$ cat src/hdl/lsc_pkg.sv
// Shared constants, codes and controller/datapath types of the lottery scheduler.
`timescale 1ns / 1ps
package lsc_pkg;
    localparam int MAX_TASKS = 32;
    localparam int PID_BITS  = 10;
    localparam int IDX_W     = $clog2(MAX_TASKS);
    localparam int CNT_W     = $clog2(MAX_TASKS + 1);
    localparam int TKT_W     = 17;
    localparam int SUM_W     = 22;
    localparam int TICK_W    = 17;
    localparam int Q_W       = 16;
    localparam int RND_W     = 32;
    localparam int MODE_W    = 3;
    localparam int ST_W      = 2;
    localparam int FLG_W     = 2;
    localparam int OP_W      = 5;

    localparam logic [MODE_W-1:0] MODE_LOAD    = 3'd0;
    localparam logic [MODE_W-1:0] MODE_UNBLOCK = 3'd1;
    localparam logic [MODE_W-1:0] MODE_BLOCK   = 3'd2;
    localparam logic [MODE_W-1:0] MODE_TICK    = 3'd3;
    localparam logic [MODE_W-1:0] MODE_EXIT    = 3'd4;

    localparam logic [FLG_W-1:0] FLAG_NORMAL  = 2'd0;
    localparam logic [FLG_W-1:0] FLAG_COMP    = 2'd1;
    localparam logic [FLG_W-1:0] FLAG_BLOCKED = 2'd2;

    localparam logic [ST_W-1:0] ST_OK       = 2'd0;
    localparam logic [ST_W-1:0] ST_NOTFOUND = 2'd1;
    localparam logic [ST_W-1:0] ST_FULL     = 2'd2;

    localparam logic [OP_W-1:0] DP_NOP        = 5'd0;
    localparam logic [OP_W-1:0] DP_LATCH      = 5'd1;
    localparam logic [OP_W-1:0] DP_LOAD       = 5'd2;
    localparam logic [OP_W-1:0] DP_FIND_CLR   = 5'd3;
    localparam logic [OP_W-1:0] DP_IDX_INC    = 5'd4;
    localparam logic [OP_W-1:0] DP_UNBLOCK    = 5'd5;
    localparam logic [OP_W-1:0] DP_TICK       = 5'd6;
    localparam logic [OP_W-1:0] DP_QDIV_START = 5'd7;
    localparam logic [OP_W-1:0] DP_COMP       = 5'd8;
    localparam logic [OP_W-1:0] DP_EXIT_SUB   = 5'd9;
    localparam logic [OP_W-1:0] DP_SHIFT      = 5'd10;
    localparam logic [OP_W-1:0] DP_DEC_TOTAL  = 5'd11;
    localparam logic [OP_W-1:0] DP_MOD_START  = 5'd12;
    localparam logic [OP_W-1:0] DP_DRAW_INIT  = 5'd13;
    localparam logic [OP_W-1:0] DP_WALK       = 5'd14;
    localparam logic [OP_W-1:0] DP_WIN        = 5'd15;
    localparam logic [OP_W-1:0] DP_GO_IDLE    = 5'd16;
    localparam logic [OP_W-1:0] DP_RESULT     = 5'd17;
    localparam logic [OP_W-1:0] DP_SET_ST     = 5'd18;

    typedef struct packed {
        logic [OP_W-1:0] op;
        logic [ST_W-1:0] st;
    } t_cmd;

    typedef struct packed {
        logic [MODE_W-1:0] mode;
        logic full;
        logic run_idle;
        logic sum_zero;
        logic idx_end;
        logic key_hit;
        logic ent_blocked;
        logic draw_hit;
        logic q_eq_ticks;
        logic div_busy;
        logic out_busy;
    } t_sts;
endpackage

$ cat src/hdl/lsc_div.sv
// Restoring divider, one quotient bit per cycle; gives quotient and remainder.
`timescale 1ns / 1ps
module lsc_div (
    input  logic                      i_clk,
    input  logic                      i_rst_n,
    input  logic                      i_start,
    input  logic [lsc_pkg::RND_W-1:0] i_dividend,
    input  logic [lsc_pkg::SUM_W-1:0] i_divisor,
    output logic                      o_busy,
    output logic [lsc_pkg::RND_W-1:0] o_quo,
    output logic [lsc_pkg::SUM_W-1:0] o_rem
);
    localparam int CW = $clog2(lsc_pkg::RND_W + 1);

    logic [CW-1:0]               r_cnt;
    logic [lsc_pkg::RND_W-1:0]   r_quo;
    logic [lsc_pkg::SUM_W-1:0]   r_rem;
    logic [lsc_pkg::SUM_W-1:0]   r_dvs;
    logic [lsc_pkg::SUM_W:0]     w_sh;
    logic [lsc_pkg::SUM_W:0]     w_diff;
    logic                        w_ge;

    assign w_sh   = {r_rem, r_quo[lsc_pkg::RND_W-1]};
    assign w_ge   = w_sh >= {1'b0, r_dvs};
    assign w_diff = w_sh - {1'b0, r_dvs};

    always_ff @(posedge i_clk) begin
        if (!i_rst_n) begin
            r_cnt <= '0;
        end else if (i_start) begin
            r_cnt <= CW'(lsc_pkg::RND_W);
        end else if (r_cnt != '0) begin
            r_cnt <= r_cnt - 1'b1;
        end
    end

    always_ff @(posedge i_clk) begin
        if (i_start) begin
            r_quo <= i_dividend;
            r_rem <= '0;
            r_dvs <= i_divisor;
        end else if (r_cnt != '0) begin
            r_quo <= {r_quo[lsc_pkg::RND_W-2:0], w_ge};
            r_rem <= w_ge ? w_diff[lsc_pkg::SUM_W-1:0] : w_sh[lsc_pkg::SUM_W-1:0];
        end
    end

    assign o_busy = r_cnt != '0;
    assign o_quo  = r_quo;
    assign o_rem  = r_rem;
endmodule

$ cat src/hdl/lsc_dp.sv
// Scheduler datapath: task table, ticket and tick registers, divider, result register.
`timescale 1ns / 1ps
module lsc_dp (
    input  logic                         i_clk,
    input  logic                         i_rst_n,
    input  lsc_pkg::t_cmd                i_cmd,
    input  logic [lsc_pkg::Q_W-1:0]      i_quantum,
    input  logic [lsc_pkg::MODE_W-1:0]   i_mode,
    input  logic [lsc_pkg::PID_BITS-1:0] i_pid,
    input  logic [lsc_pkg::RND_W-1:0]    i_rnd,
    input  logic                         i_out_ready,
    output lsc_pkg::t_sts                o_sts,
    output logic                         o_out_valid,
    output logic [lsc_pkg::PID_BITS-1:0] o_next_pid,
    output logic                         o_is_idle,
    output logic [lsc_pkg::ST_W-1:0]     o_status
);
    localparam int IW = lsc_pkg::IDX_W;
    localparam int CW = lsc_pkg::CNT_W;
    localparam int PW = lsc_pkg::PID_BITS;
    localparam int TW = lsc_pkg::TKT_W;
    localparam int SW = lsc_pkg::SUM_W;

    logic [PW-1:0]            r_ids [lsc_pkg::MAX_TASKS];
    logic [TW-1:0]            r_tkt [lsc_pkg::MAX_TASKS];
    logic [lsc_pkg::FLG_W-1:0] r_flg [lsc_pkg::MAX_TASKS];

    logic [CW-1:0]            r_total;
    logic [SW-1:0]            r_sum;
    logic [lsc_pkg::TICK_W-1:0] r_ticks;
    logic [PW-1:0]            r_run_pid;
    logic                     r_run_idle;
    logic [CW-1:0]            r_idx;
    logic [SW-1:0]            r_acc;
    logic [SW-1:0]            r_target;
    logic [lsc_pkg::MODE_W-1:0] r_mode;
    logic [PW-1:0]            r_pid;
    logic [lsc_pkg::RND_W-1:0] r_rnd;
    logic [lsc_pkg::ST_W-1:0] r_status;
    logic                     r_out_valid;
    logic [PW-1:0]            r_out_pid;
    logic                     r_out_idle;
    logic [lsc_pkg::ST_W-1:0] r_out_st;

    logic [PW-1:0]             e_id;
    logic [TW-1:0]             e_tkt;
    logic [lsc_pkg::FLG_W-1:0] e_flg;
    logic [PW-1:0]             w_key;
    logic [SW-1:0]             w_acc_nxt;
    logic [TW:0]               w_comp;
    logic [TW-1:0]             w_comp_sat;
    logic                      w_we;
    logic [IW-1:0]             w_wa;
    logic [PW-1:0]             w_wid;
    logic [TW-1:0]             w_wtkt;
    logic [lsc_pkg::FLG_W-1:0] w_wflg;
    logic                      w_div_start;
    logic [lsc_pkg::RND_W-1:0] w_dividend;
    logic [SW-1:0]             w_divisor;
    logic                      w_div_busy;
    logic [lsc_pkg::RND_W-1:0] w_quo;
    logic [SW-1:0]             w_rem;
    logic [CW-1:0]             w_idx_m1;

    assign e_id  = r_ids[r_idx[IW-1:0]];
    assign e_tkt = r_tkt[r_idx[IW-1:0]];
    assign e_flg = r_flg[r_idx[IW-1:0]];
    assign w_key = (r_mode == lsc_pkg::MODE_UNBLOCK) ? r_pid : r_run_pid;
    assign w_acc_nxt = r_acc + SW'(e_tkt);
    assign w_comp = {1'b0, e_tkt} + (TW + 1)'(w_quo[lsc_pkg::Q_W-1:0]);
    assign w_comp_sat = w_comp[TW] ? {TW{1'b1}} : w_comp[TW-1:0];
    assign w_idx_m1 = r_idx - 1'b1;

    assign w_div_start = (i_cmd.op == lsc_pkg::DP_MOD_START) ||
                         (i_cmd.op == lsc_pkg::DP_QDIV_START);
    assign w_dividend  = (i_cmd.op == lsc_pkg::DP_MOD_START) ? r_rnd
                         : lsc_pkg::RND_W'(i_quantum);
    assign w_divisor   = (i_cmd.op == lsc_pkg::DP_MOD_START) ? r_sum : SW'(r_ticks);

    lsc_div u_div (
        .i_clk      (i_clk),
        .i_rst_n    (i_rst_n),
        .i_start    (w_div_start),
        .i_dividend (w_dividend),
        .i_divisor  (w_divisor),
        .o_busy     (w_div_busy),
        .o_quo      (w_quo),
        .o_rem      (w_rem)
    );

    // single table write port
    always_comb begin
        w_we   = 1'b0;
        w_wa   = r_idx[IW-1:0];
        w_wid  = e_id;
        w_wtkt = e_tkt;
        w_wflg = e_flg;
        unique case (i_cmd.op)
            lsc_pkg::DP_LOAD: begin
                w_we   = 1'b1;
                w_wa   = r_total[IW-1:0];
                w_wid  = r_pid;
                w_wtkt = TW'(1);
                w_wflg = lsc_pkg::FLAG_NORMAL;
            end
            lsc_pkg::DP_UNBLOCK: begin
                w_we   = e_flg == lsc_pkg::FLAG_BLOCKED;
                w_wflg = lsc_pkg::FLAG_COMP;
            end
            lsc_pkg::DP_COMP: begin
                w_we   = 1'b1;
                w_wtkt = w_comp_sat;
                w_wflg = lsc_pkg::FLAG_BLOCKED;
            end
            lsc_pkg::DP_SHIFT: begin
                w_we = 1'b1;
                w_wa = w_idx_m1[IW-1:0];
            end
            lsc_pkg::DP_WIN: begin
                w_we   = e_flg == lsc_pkg::FLAG_COMP;
                w_wtkt = TW'(1);
                w_wflg = lsc_pkg::FLAG_NORMAL;
            end
            default: begin
                w_we = 1'b0;
            end
        endcase
    end

    always_ff @(posedge i_clk) begin
        if (w_we) begin
            r_ids[w_wa] <= w_wid;
            r_tkt[w_wa] <= w_wtkt;
            r_flg[w_wa] <= w_wflg;
        end
    end

    always_ff @(posedge i_clk) begin
        if (!i_rst_n) begin
            r_total    <= '0;
            r_sum      <= '0;
            r_ticks    <= '0;
            r_run_pid  <= '0;
            r_run_idle <= 1'b1;
            r_idx      <= '0;
            r_acc      <= '0;
            r_status   <= lsc_pkg::ST_OK;
        end else begin
            unique case (i_cmd.op)
                lsc_pkg::DP_LATCH:    r_status <= lsc_pkg::ST_OK;
                lsc_pkg::DP_SET_ST:   r_status <= i_cmd.st;
                lsc_pkg::DP_LOAD: begin
                    r_total <= r_total + 1'b1;
                    r_sum   <= r_sum + 1'b1;
                end
                lsc_pkg::DP_FIND_CLR: r_idx <= '0;
                lsc_pkg::DP_IDX_INC:  r_idx <= r_idx + 1'b1;
                lsc_pkg::DP_UNBLOCK: begin
                    if (e_flg == lsc_pkg::FLAG_BLOCKED) r_sum <= r_sum + SW'(e_tkt);
                end
                lsc_pkg::DP_TICK: begin
                    if (r_ticks != '1) r_ticks <= r_ticks + 1'b1;
                end
                lsc_pkg::DP_COMP:     r_sum <= r_sum - SW'(e_tkt);
                lsc_pkg::DP_EXIT_SUB: begin
                    if (e_flg != lsc_pkg::FLAG_BLOCKED) r_sum <= r_sum - SW'(e_tkt);
                    r_idx <= r_idx + 1'b1;
                end
                lsc_pkg::DP_SHIFT:    r_idx <= r_idx + 1'b1;
                lsc_pkg::DP_DEC_TOTAL: r_total <= r_total - 1'b1;
                lsc_pkg::DP_DRAW_INIT: begin
                    r_ticks <= '0;
                    r_idx   <= '0;
                    r_acc   <= '0;
                end
                lsc_pkg::DP_WALK: begin
                    if (e_flg != lsc_pkg::FLAG_BLOCKED) r_acc <= w_acc_nxt;
                    r_idx <= r_idx + 1'b1;
                end
                lsc_pkg::DP_WIN: begin
                    if (e_flg == lsc_pkg::FLAG_COMP) r_sum <= r_sum - SW'(e_tkt) + 1'b1;
                    r_run_pid  <= e_id;
                    r_run_idle <= 1'b0;
                end
                lsc_pkg::DP_GO_IDLE:  r_run_idle <= 1'b1;
                default: begin
                end
            endcase
        end
    end

    // captured event word and draw target
    always_ff @(posedge i_clk) begin
        if (i_cmd.op == lsc_pkg::DP_LATCH) begin
            r_mode <= i_mode;
            r_pid  <= i_pid;
            r_rnd  <= i_rnd;
        end
        if (i_cmd.op == lsc_pkg::DP_DRAW_INIT) begin
            r_target <= w_rem;
        end
    end

    // result register
    always_ff @(posedge i_clk) begin
        if (!i_rst_n) begin
            r_out_valid <= 1'b0;
        end else if (i_cmd.op == lsc_pkg::DP_RESULT) begin
            r_out_valid <= 1'b1;
        end else if (i_out_ready) begin
            r_out_valid <= 1'b0;
        end
    end

    always_ff @(posedge i_clk) begin
        if (i_cmd.op == lsc_pkg::DP_RESULT) begin
            r_out_pid  <= r_run_idle ? '0 : r_run_pid;
            r_out_idle <= r_run_idle;
            r_out_st   <= r_status;
        end
    end

    assign o_out_valid = r_out_valid;
    assign o_next_pid  = r_out_pid;
    assign o_is_idle   = r_out_idle;
    assign o_status    = r_out_st;

    assign o_sts.mode        = r_mode;
    assign o_sts.full        = r_total >= CW'(lsc_pkg::MAX_TASKS);
    assign o_sts.run_idle    = r_run_idle;
    assign o_sts.sum_zero    = r_sum == '0;
    assign o_sts.idx_end     = r_idx >= r_total;
    assign o_sts.key_hit     = e_id == w_key;
    assign o_sts.ent_blocked = e_flg == lsc_pkg::FLAG_BLOCKED;
    assign o_sts.draw_hit    = w_acc_nxt > r_target;
    assign o_sts.q_eq_ticks  = lsc_pkg::TICK_W'(i_quantum) == r_ticks;
    assign o_sts.div_busy    = w_div_busy;
    assign o_sts.out_busy    = r_out_valid && !i_out_ready;
endmodule

$ cat src/hdl/lsc_ctrl.sv
// Scheduler controller: sequences table searches, divisions, compaction and the draw.
`timescale 1ns / 1ps
module lsc_ctrl (
    input  logic          i_clk,
    input  logic          i_rst_n,
    input  logic          i_in_valid,
    input  lsc_pkg::t_sts i_sts,
    output logic          o_in_ready,
    output lsc_pkg::t_cmd o_cmd
);
    localparam logic [3:0] S_IDLE  = 4'd0;
    localparam logic [3:0] S_DEC   = 4'd1;
    localparam logic [3:0] S_FIND  = 4'd2;
    localparam logic [3:0] S_BLK   = 4'd3;
    localparam logic [3:0] S_QDIV  = 4'd4;
    localparam logic [3:0] S_SHIFT = 4'd5;
    localparam logic [3:0] S_TCHK  = 4'd6;
    localparam logic [3:0] S_DRAW  = 4'd7;
    localparam logic [3:0] S_MOD   = 4'd8;
    localparam logic [3:0] S_WALK  = 4'd9;
    localparam logic [3:0] S_RES   = 4'd10;

    logic [3:0] r_state;
    logic [3:0] n_state;

    always_ff @(posedge i_clk) begin
        if (!i_rst_n) begin
            r_state <= S_IDLE;
        end else begin
            r_state <= n_state;
        end
    end

    assign o_in_ready = r_state == S_IDLE;

    always_comb begin
        n_state   = r_state;
        o_cmd.op  = lsc_pkg::DP_NOP;
        o_cmd.st  = lsc_pkg::ST_OK;
        unique case (r_state)
            S_IDLE: begin
                if (i_in_valid) begin
                    o_cmd.op = lsc_pkg::DP_LATCH;
                    n_state  = S_DEC;
                end
            end
            S_DEC: begin
                unique case (i_sts.mode)
                    lsc_pkg::MODE_LOAD: begin
                        if (i_sts.full) begin
                            o_cmd.op = lsc_pkg::DP_SET_ST;
                            o_cmd.st = lsc_pkg::ST_FULL;
                        end else begin
                            o_cmd.op = lsc_pkg::DP_LOAD;
                        end
                        n_state = S_RES;
                    end
                    lsc_pkg::MODE_UNBLOCK: begin
                        o_cmd.op = lsc_pkg::DP_FIND_CLR;
                        n_state  = S_FIND;
                    end
                    lsc_pkg::MODE_BLOCK, lsc_pkg::MODE_EXIT: begin
                        if (i_sts.run_idle) begin
                            o_cmd.op = lsc_pkg::DP_SET_ST;
                            o_cmd.st = lsc_pkg::ST_NOTFOUND;
                            n_state  = S_RES;
                        end else begin
                            o_cmd.op = lsc_pkg::DP_FIND_CLR;
                            n_state  = S_FIND;
                        end
                    end
                    lsc_pkg::MODE_TICK: begin
                        o_cmd.op = lsc_pkg::DP_TICK;
                        n_state  = S_TCHK;
                    end
                    default: begin
                        n_state = S_RES;
                    end
                endcase
            end
            S_FIND: begin
                priority if (i_sts.idx_end) begin
                    o_cmd.op = lsc_pkg::DP_SET_ST;
                    o_cmd.st = lsc_pkg::ST_NOTFOUND;
                    n_state  = S_RES;
                end else if (i_sts.key_hit) begin
                    priority if (i_sts.mode == lsc_pkg::MODE_UNBLOCK) begin
                        o_cmd.op = lsc_pkg::DP_UNBLOCK;
                        n_state  = S_RES;
                    end else if (i_sts.mode == lsc_pkg::MODE_BLOCK) begin
                        o_cmd.op = lsc_pkg::DP_TICK;
                        n_state  = S_BLK;
                    end else begin
                        o_cmd.op = lsc_pkg::DP_EXIT_SUB;
                        n_state  = S_SHIFT;
                    end
                end else begin
                    o_cmd.op = lsc_pkg::DP_IDX_INC;
                end
            end
            S_BLK: begin
                if (i_sts.ent_blocked) begin
                    n_state = S_DRAW;
                end else begin
                    o_cmd.op = lsc_pkg::DP_QDIV_START;
                    n_state  = S_QDIV;
                end
            end
            S_QDIV: begin
                if (!i_sts.div_busy) begin
                    o_cmd.op = lsc_pkg::DP_COMP;
                    n_state  = S_DRAW;
                end
            end
            S_SHIFT: begin
                if (i_sts.idx_end) begin
                    o_cmd.op = lsc_pkg::DP_DEC_TOTAL;
                    n_state  = S_DRAW;
                end else begin
                    o_cmd.op = lsc_pkg::DP_SHIFT;
                end
            end
            S_TCHK: begin
                priority if ((i_sts.q_eq_ticks || i_sts.run_idle) && !i_sts.sum_zero) begin
                    n_state = S_DRAW;
                end else if (i_sts.q_eq_ticks) begin
                    o_cmd.op = lsc_pkg::DP_GO_IDLE;
                    n_state  = S_RES;
                end else begin
                    n_state = S_RES;
                end
            end
            S_DRAW: begin
                if (i_sts.sum_zero) begin
                    o_cmd.op = lsc_pkg::DP_GO_IDLE;
                    n_state  = S_RES;
                end else begin
                    o_cmd.op = lsc_pkg::DP_MOD_START;
                    n_state  = S_MOD;
                end
            end
            S_MOD: begin
                if (!i_sts.div_busy) begin
                    o_cmd.op = lsc_pkg::DP_DRAW_INIT;
                    n_state  = S_WALK;
                end
            end
            S_WALK: begin
                priority if (i_sts.idx_end) begin
                    o_cmd.op = lsc_pkg::DP_GO_IDLE;
                    n_state  = S_RES;
                end else if (!i_sts.ent_blocked && i_sts.draw_hit) begin
                    o_cmd.op = lsc_pkg::DP_WIN;
                    n_state  = S_RES;
                end else begin
                    o_cmd.op = lsc_pkg::DP_WALK;
                end
            end
            S_RES: begin
                if (!i_sts.out_busy) begin
                    o_cmd.op = lsc_pkg::DP_RESULT;
                    n_state  = S_IDLE;
                end
            end
            default: begin
                n_state = S_IDLE;
            end
        endcase
    end
endmodule

$ cat src/hdl/lottery_scheduler_compensation_top.sv
// Top level of the lottery scheduler with compensation tickets.
`timescale 1ns / 1ps
// Lottery scheduler over an ordered task table of lsc_pkg::MAX_TASKS entries. Each input
// word is one event (load, unblock, block, tick, exit, kind in s_axis_tuser) and gives
// exactly one output word with the task to run next, an idle flag and a status. Events
// are handled one at a time; a finished result sits in the output register, so the next
// event is taken while it waits. Unblock is a linear pid search, one entry per cycle. A
// draw runs the 32-bit modulo in the shared one-bit-per-cycle divider and then walks the
// table. Block adds the search and, unless the entry is already blocked, a second
// division for the compensation; exit adds the search and compacts the table by shifting
// the later entries down. The quantum register is at byte address 0 of the APB port.
module lottery_scheduler_compensation_top (
    input  logic        i_clk,
    input  logic        i_rst_n,
    input  logic        s_axis_tvalid,
    output logic        s_axis_tready,
    input  logic [47:0] s_axis_tdata,   // [9:0] pid, [41:10] random_word, rest zero
    input  logic [2:0]  s_axis_tuser,   // [2:0] mode
    output logic        m_axis_tvalid,
    input  logic        m_axis_tready,
    output logic [15:0] m_axis_tdata,   // [9:0] next_pid, rest zero
    output logic [2:0]  m_axis_tuser,   // [0] is_idle, [2:1] status
    input  logic        psel,
    input  logic        penable,
    input  logic        pwrite,
    input  logic [2:0]  paddr,
    input  logic [31:0] pwdata,
    output logic [31:0] prdata,
    output logic        pready
);
    logic [lsc_pkg::Q_W-1:0]      r_quantum;
    lsc_pkg::t_cmd                w_cmd;
    lsc_pkg::t_sts                w_sts;
    logic [lsc_pkg::PID_BITS-1:0] w_next_pid;
    logic                         w_is_idle;
    logic [lsc_pkg::ST_W-1:0]     w_status;

    // config: one register, quantum at index 0
    assign pready = 1'b1;
    always_ff @(posedge i_clk) begin
        if (!i_rst_n) begin
            r_quantum <= lsc_pkg::Q_W'(10);
        end else if (psel && penable && pwrite && !paddr[2]) begin
            r_quantum <= pwdata[lsc_pkg::Q_W-1:0];
        end
    end
    assign prdata = paddr[2] ? 32'd0 : 32'(r_quantum);

    lsc_ctrl u_ctrl (
        .i_clk      (i_clk),
        .i_rst_n    (i_rst_n),
        .i_in_valid (s_axis_tvalid),
        .i_sts      (w_sts),
        .o_in_ready (s_axis_tready),
        .o_cmd      (w_cmd)
    );

    lsc_dp u_dp (
        .i_clk       (i_clk),
        .i_rst_n     (i_rst_n),
        .i_cmd       (w_cmd),
        .i_quantum   (r_quantum),
        .i_mode      (s_axis_tuser),
        .i_pid       (s_axis_tdata[9:0]),
        .i_rnd       (s_axis_tdata[41:10]),
        .i_out_ready (m_axis_tready),
        .o_sts       (w_sts),
        .o_out_valid (m_axis_tvalid),
        .o_next_pid  (w_next_pid),
        .o_is_idle   (w_is_idle),
        .o_status    (w_status)
    );

    assign m_axis_tdata = 16'(w_next_pid);
    assign m_axis_tuser = {w_status, w_is_idle};
endmodule

$ cat config.mk
export PLATFORM = sky130hd
export DESIGN_NAME = lottery_scheduler_compensation_top
export DESIGN_NICKNAME = d
export VERILOG_FILES = /design/src/hdl/lsc_pkg.sv /design/src/hdl/lsc_div.sv /design/src/hdl/lsc_dp.sv /design/src/hdl/lsc_ctrl.sv /design/src/hdl/lottery_scheduler_compensation_top.sv
export SDC_FILE = /design/constraint.sdc
export NUM_CORES = 2
export LEC_CHECK = 0
export BUFFER_PORTS_ARGS = -buffer_cell sky130_fd_sc_hd__buf_4
export CAP_MARGIN = 10
export CORE_AREA = 10 10 360 362
export CTS_CLUSTER_DIAMETER = 80
export DETAILED_ROUTE_END_ITERATION = 16
export DIE_AREA = 0 0 370 372
export PLACE_DENSITY_LB_ADDON = 0.05
export SKIP_LAST_GASP = 1
export SLEW_MARGIN = 20
export SYNTH_ARGS = -nofsm -noshare
export SYNTH_HDL_FRONTEND = slang
export SYNTH_SLANG_ARGS = --single-unit
$ cat constraint.sdc
create_clock -name i_clk -period 27.5 [get_ports i_clk]
set_input_delay 4.125 -clock i_clk [delete_from_list [all_inputs] [get_ports i_clk]]
set_output_delay 4.125 -clock i_clk [all_outputs]
set_load 0.005 [all_outputs]
==> flow_summary.ini <==
[die]
initial_utilization_pct = 44.6
design.core.area_sq_um = 123000
rows = 129
die_x_um = 370
die_height_um = 372
io_pins = 147
die-area_sq_um = 138000

[run_status]
outcome = completed

[global_route]
track_usage_pct = 21.5
grt_start_max_net_pins = 123
overflow = 0
grt_pass1_vias = 32500
antenna_found_initial = 0
grt_pass1_wl_mm = 219

[yosys]
yosysWarnings = 0
synthDistinctLibCells = 94
async_reset_ff_share_pct = 0
synth_edf_count = 1062
syn_avg_cell_area_sq_um = 14.3
ys.flop_type = edfxtp_1
synthCells = 3820
synth.top_cells.by_area = edfxtp_1 58%, mux4_2 8.8%, dfxtp_1 5.1%
yosysTopAreaCell = edfxtp_1
yosysMostFrequentCell = edfxtp_1
yosysSeqAreaShare_pct = 63.3
ys_seq_elements = 1202
yosys-top-cells-count = 1062 x edfxtp_1, 306 x nand2_1, 216 x nor2_1
synthesis.area_sq_um = 54800
yosysTopAreaCellShare_pct = 58.2

[job]
cap_violations = 0

[sta]
setup-violations-final = 0
clock.fmax_ghz = 0.0815
post-route-period-util_pct = 44.6
hold_viol_final = 0
report.final.slew_viol_count = 0
finClkSkew_ps = 37.2
period_needed_ps = 12270
rsz0062_at_grt = false
slew_headroom_pct = 24.2
worst_pin_slew_ps = 1130
finalSetupTns_ps = 0

[layout]
diodes = 0
nets = 4188
area_growth_pct = 13.0
drive_above_1_share_pct = 17.4

[placed_design]
place_hpwl_mm = 92.4
gp_congestion = 0.823
io_buffers = 99

[worst_hold_path]
min_from = u_dp.r_status[0]
min_path_type = register to register

[critical_path]
critPathMaxStageDelay_ps = 760
worstPathMaxFanout = 29
cp.required_ps = 27920
cpMaxStageDelayCell = or3b_1
critPathKind = register to register
r2r_slack_ps = 15230
end_kind = register
start_kind = register
cp_num_buf_inv = 4
arrival_ps = 12680
crit_family = simple AND/OR/NAND/NOR gates

[detailed_routing]
ant_nets = 0
drtIter0Drc = 2745
wl_per_cell_um = 26.4
vias = 32800
vias_per_cell = 5.76
first_pass_iters = 5
drc = 0
wirelength_mm = 150

[clock_tree]
clk_pin_slew_ps = 60
cts_sinks = 1202
cts_tree = yes
clk_latency_ps = 770
ctsRootBufferMaster = clkbuf_16
cts_hold_buf = 0
cts_resized = 0
htree_levels = 4
cts_buffer_depth = 3
cts_setup_buffers = 0
cts-buffers-inserted = 133

[power]
power.leakage_nw = 20.6
vdd_drop_max_mv = 0.0750
fin_total_pwr_w = 0.00651
power.density_nw_per_um2 = 105
==> cell families (layout without fill, tap and decap cells) <==
kind of cell,after synthesis,count (layout),share of synthesized area [%]
flops,1202,1202,63.3
xor+xnor,137,137,2.19
other cells,2,23,0.0137
buf+inv,344,559,2.88
simple gates,944,944,8.31
mux,387,387,12.0
fa+ha+maj,133,133,3.12
compound gates,671,671,8.17
==> registers in the layout (all words and copies together) (netlist names), 10 cells and up, named ones only <==
| register | count |
|---|---|
| r_quantum | 16 |
| u_dp.o_next_pid | 10 |
| u_dp.r_acc | 22 |
| u_dp.r_flg | 64 |
| u_dp.r_ids | 320 |
| u_dp.r_pid | 10 |
| u_dp.r_rnd | 32 |
| u_dp.r_run_pid | 10 |
| u_dp.r_sum | 22 |
| u_dp.r_target | 22 |
| u_dp.r_ticks | 17 |
| u_dp.r_tkt | 544 |
| u_dp.u_div.o_quo | 32 |
| u_dp.u_div.o_rem | 22 |
| u_dp.u_div.r_dvs | 22 |
==> layout make-up <==
class	count	area, sq um
Inverter	133	499
Timing Repair Buffer	197	1540
Fill cell	10500	60800
Multi-Input combinational cell	2295	19000
Sequential cell	1202	34700
Clock buffer	173	3630
Tap cell	1637	2050
Clock inverter	56	448
==> cell usage in the layout, fill, tap and decap left out, drive strengths merged, types with 14 or more instances in the layout <==
cell type,instances
ha,127
nand2,306
a22oi,76
o21a,17
xnor2,93
o31ai,14
a211oi,24
clkbuf,173
nor3,69
or3,32
a311oi,14
dfxtp,140
nand3,99
inv,136
nand4,24
o21ai,158
nand2b,23
mux4,213
clkinv,48
a31oi,30
conb,23
mux2i,161
and3,31
xor2,44
buf,197
nor2,223
a21oi,153
o211ai,21
nor2b,55
a21o,32
nor4,18
and2,15
edfxtp,1062
==> where the power goes <==
group	total (W)	internal, W	switching (W)
clock network	0.00169	0.000975	0.000712
logic	0.00212	0.000697	0.00142
registers	0.00271	0.00258	0.000124
total	0.00651	0.00426	0.00226
==> routing by layer <==
metal	vias up	part of all wire [%]	GRT usage (%)
met2	847	49	35.3
met4	0	2.9	7.14
met5	-	0	0
met1	16700	43	28.9
li1	15100	-	-
met3	204	5.1	3.93
==> final timing paths <==
path / to / depth (start not counted)
setup / recovery: u_dp.r_tkt[18][2] / 31
hold / removal: u_dp.o_status[0] / 0
setup reg to reg: u_dp.r_tkt[18][2] / 31
hold reg to reg: u_dp.o_status[0] / 0
==> stage by stage <==
step                      setup WS (ps)  hold WS [ps]  std cells  instance area, sq um  utilization, %
after floorplan                   16790           408       3841                 54800               -
after CTS                         15110           434       5692                 61800            50.4
after global routing              14370           447       5693                 61900            50.5
final                             15230           434       5693                 61900            50.5
after global placement            15160           418       5463                 57700            47.0
after detailed placement          15140           422       5463                 57700            47.0
No activity file was read; power rests on OpenSTA's default activity.
